==> src/design/ffba_pkg.sv <==
// shared types and codes for the first-fit block allocator
package ffba_pkg;

  // item actions
  localparam logic [1:0] ACT_ALLOC   = 2'd0;
  localparam logic [1:0] ACT_RELEASE = 2'd1;
  localparam logic [1:0] ACT_CLEAR   = 2'd2;

  // result status codes
  localparam logic [1:0] ST_DONE     = 2'd0;
  localparam logic [1:0] ST_NO_SPACE = 2'd1;
  localparam logic [1:0] ST_BAD_OFS  = 2'd2;

  // fixed field widths of the stream payloads
  localparam int unsigned REQ_W  = 13;
  localparam int unsigned OFS_W  = 12;
  localparam int unsigned FREE_W = 13;

  // outcome of fitting a request into one free block
  typedef struct packed {
    logic exact;
    logic split;
  } fit_t;

endpackage

==> src/design/ffba_fit_unit.sv <==
// compare unit: does a request fit a free block whole or by split
module ffba_fit_unit #(
  parameter int unsigned ARENA_BYTES  = 4096,
  parameter int unsigned HEADER_BYTES = 16,
  parameter int unsigned MIN_SPLIT    = 17
) (
  input  logic [$clog2(ARENA_BYTES)-1:0] blk,
  input  logic [$clog2(ARENA_BYTES):0]   blk_end,
  input  logic [ffba_pkg::REQ_W-1:0]     req,
  output ffba_pkg::fit_t                 fit,
  output logic [$clog2(ARENA_BYTES)-1:0] split_pos
);

  localparam int unsigned AW = $clog2(ARENA_BYTES);
  localparam int unsigned WW = ((AW + 1 > ffba_pkg::REQ_W) ? AW + 1 : ffba_pkg::REQ_W) + 2;

  logic [WW-1:0] need;
  logic [WW-1:0] end_w;

  // payload end of a block taken at exactly the request size
  assign need  = WW'(blk) + WW'(HEADER_BYTES) + WW'(req);
  assign end_w = WW'(blk_end);

  assign fit.exact = (end_w == need);
  assign fit.split = (end_w >= need + WW'(MIN_SPLIT));
  assign split_pos = need[AW-1:0];

endmodule

==> config.mk <==
export PLATFORM = sky130hd
export DESIGN_NAME = ffba_fit_unit
export DESIGN_NICKNAME = d
export VERILOG_FILES = /design/src/design/ffba_pkg.sv /design/src/design/ffba_fit_unit.sv
export SDC_FILE = /design/constraint.sdc
export NUM_CORES = 1
export LEC_CHECK = 0
export CAP_MARGIN = 20
export CORE_MARGIN = 1.5
export CORE_UTILIZATION = 42
export DETAILED_ROUTE_END_ITERATION = 10
export DONT_BUFFER_PORTS = 1
export PLACE_DENSITY = 0.63
export SYNTH_ARGS = -nofsm -noshare
export SYNTH_HDL_FRONTEND = slang
export SYNTH_SLANG_ARGS = --single-unit
==> constraint.sdc <==
create_clock -name vclk -period 4.8
set_clock_uncertainty 0.1 [all_clocks]
set_input_delay 0.24 -clock vclk [all_inputs]
set_output_delay 0.24 -clock vclk [all_outputs]
set_load 0.02 [all_outputs]
## Word-level counts from Yosys, hierarchy flattened

Index checks and enable logic that the tools add are counted.

- Equal/unequal tests: 1
- $add $sub $neg: 3
- Magnitude comparators: 1

Operators with widths:

| kind | count |
|---|---|
| $add 14x5->15 const B | 1 |
| $ge 13x15->1 | 1 |
| $add 13x13->14 | 1 |
| $eq 13x14->1 | 1 |
| $add 12x5->13 const B | 1 |

- Register bits after elaboration: 0

## Depth between registers and ports, before layout

- Depth in word-level cells: 4
- Gate-level depth with buffers: 17

## Least setup slack after synthesis

OpenSTA, ideal clock, no wires.

- Path kind: input port to output port
- Start: in blk[1]
- End: out fit[0] in the netlist's numbering
- Data arrival time: 3715 ps
- Slack: 745 ps
- Path buffers: 0
- Data required time: 4460 ps
- Stages: 15
- Path through: ha_1 ha_1 fa_1 a211o_4 nand3_1 nand3b_1 xor2_2 and3_1 nand3_1 xnor2_1 ha_1 nand3_1 a211oi_1 a211oi_1 a21oi_1

RTL lines:

| item | RTL line | source |
|---|---|---|
| start, declared | ffba_fit_unit.sv:7 | `input logic [$clog2(ARENA_BYTES)-1:0] blk,` |
| end, declared | ffba_fit_unit.sv:10 | `output ffba_pkg::fit_t fit,` |

==> run metrics <==
Die H=67.2 um; DP HPWL=3230 um; first-pass GRT wire length=6170 um; clock share of power=0; startpoint types=input port; Syn. warnings=0; Yosys top cell area share=0.275; I/O Pins=52; # hold bufs at CTS=0; Synth top cells by count=38 x ha_1, 14 x xor2_1, 13 x nor2_1, 13 x xnor2_1; pin count of the biggest net entering global routing=12; Mapped Avg Cell Area=7.93 sq um; Critical Path Start=blk[1]; family with the most delay on the worst path=adder cells; Synth cell types=54; Final TNS setup=0 ns; Layout Nets=288; area of the multi-input gates=1610 sq um; Critical-path top delay cell=fa_1; Pleak=0.838 nW; Reg power frac=0; outcome=completed; Req. time, crit path=4.46 ns; Peak VDD IR=0.000125 V; unrepaired setup endpoints after global routing=false; # setup viols final=0; Fmax=0.232 GHz; Floorplan Core Area=3970 sq um; Slew Limit Fails=0; cts repair resizes=0; RePlAce Congestion=0.789; CP Max Fanout=6; Final ANT Viol Nets=0; Routed WL per cell=14.5 um; sequential area share after synthesis=0; min-delay src=blk_end[12]; Crit Path Class=input port to output pin; net switching share of the total power=0.590; top cells by area in the synthesized netlist=ha_1 27%, xor2_1 7.1%, xnor2_1 6.6%; Final Critical Period=4.31 ns; num rows=23; Critical Path Max Stage Delay=0.49 ns; Hold Vio Cnt, Final=0; Storage cell area=0 sq um; Crit. End Element=output pin; CP cell instances=ha_1 -> ha_1 -> fa_1 -> a211o_4 -> nand3_1 -> nand3b_1 -> xor2_2 -> and3_1 -> nand3_1 -> xnor2_1 -> ha_1 -> nand3_1 -> a211oi_1 -> a211oi_1 -> a21oi_1; top-count cell post-synth=ha_1; Mapped Area=1730 sq um; synthesis-to-finish area growth=0.651%; Pwr Density=247 nW/um^2; placed cell count=259; layout clock buffer count=0; DRT iter0 DRCs=51; max_slew headroom=0.503; share of cells above drive strength 1=0.0909; cell taking the most area after synthesis=ha_1; n_diodes=0; WP data arrival=3.97 ns; Post-Syn Nets=295; I/O Buffers=0; Gate power share=1.000; vias in the first global route=1411; DR DRC count=0; Initial Util=0.435; Syn Inst Count=218; drt total wl=3750 um; Power Total=0.000430 W; sequential cell count=0; Congestion Overflow GR=0; Fillers=427; DR vias/cell=5.95; final core occ=0.438; via count=1541; Min-Delay Path Class=input port to output pin; DRT Pass-1 Iters=4; post-route insts no fill=259; Max Cap Viol=0; Setup Fix Bufs, Post-CTS=0; Bufs and invs on worst path=0; initial antenna violation count=0; die width=67.2 um; Die Area=4510 sq um; worst slew pin tran=0.740 ns; final worst-path cycle share=0.898; Int Power=0.000176 W; switching power total=0.000254 W; Overall Global Routing Usage=0.168
-- cell families after synthesis --
kind of cell,share of synthesized area
and+or+nand+nor,0.189
AOI/OAI and AO/OA,0.275
adders and majority gates,0.287
xor gates and xnor gates,0.156
buffers and inverters,0.0709
muxes,0.0232
-- metal layers --
metal,share of wire,up-vias,GRT usage,wire length (um)
li1,-,794,-,-
met1,0.45,706,0.208,1700
met2,0.48,39,0.312,1780
met3,0.069,2,0.0317,258
met4,0.0032,0,0.0128,12
met5,0,-,0,0
-- per-stage QoR --
stage                     cell area [sq um]  setup slack, ns  hold slack, ns
final                                  1740            0.490           0.656
after global routing                   1740            0.256           0.671
after CTS                              1740            0.472           0.658
after detailed placement               1740            0.476           0.654
after global placement                 1740            0.572           0.654
after floorplan                        1730            0.745           0.626
-- cells in the final DEF (no fill, tap or decap), types with 2 or more instances in the layout --
| cell type | netlist | layout |
|---|---|---|
| a21oi_2 | 2 | 2 |
| nor2b_1 | 3 | 3 |
| inv_1 | 11 | 11 |
| and3_1 | 4 | 4 |
| a21oi_1 | 8 | 8 |
| nor4_1 | 2 | 2 |
| a21boi_1 | 2 | 2 |
| and2_1 | 3 | 3 |
| a21o_1 | 11 | 11 |
| ha_1 | 38 | 38 |
| or2_2 | 2 | 2 |
| o21ai_1 | 3 | 3 |
| mux2i_1 | 4 | 4 |
| nand3_1 | 9 | 9 |
| a31oi_1 | 5 | 5 |
| nor2_1 | 13 | 13 |
| xnor2_1 | 13 | 13 |
| o31ai_1 | 3 | 3 |
| buf_4 | 3 | 4 |
| xor2_1 | 14 | 14 |
| nor3_1 | 6 | 6 |
| o21ai_0 | 3 | 3 |
| o21a_1 | 2 | 2 |
| nand4_1 | 5 | 5 |
| a211oi_1 | 5 | 5 |
| nand2_1 | 9 | 9 |
-- path summary, 6_finish.rpt --
path / end / slack [ns] / depth (start not counted)
setup / recovery: fit[0] / 0.49 / 15
hold / removal: fit[1] / 0.66 / 2
-- final cells by class --
type | instances | area share
multi-input combinational | 194 | 0.923
timing repair buffer | 4 | 0.0173
inverter | 11 | 0.0237
tap | 50 | 0.0359
-- power by group through the flow --
stage | Combinational [W] | Sequential, W | Clock (W)
2_1_floorplan | 0.000361 | 0 | 0
3_3_place_gp | 0.000428 | 0 | 0
3_5_place_dp | 0.000430 | 0 | 0
4_1_cts | 0.000432 | 0 | 0
5_1_grt | 0.000485 | 0 | 0
6_report | 0.000430 | 0 | 0
Power figures use the tool's default switching activity.
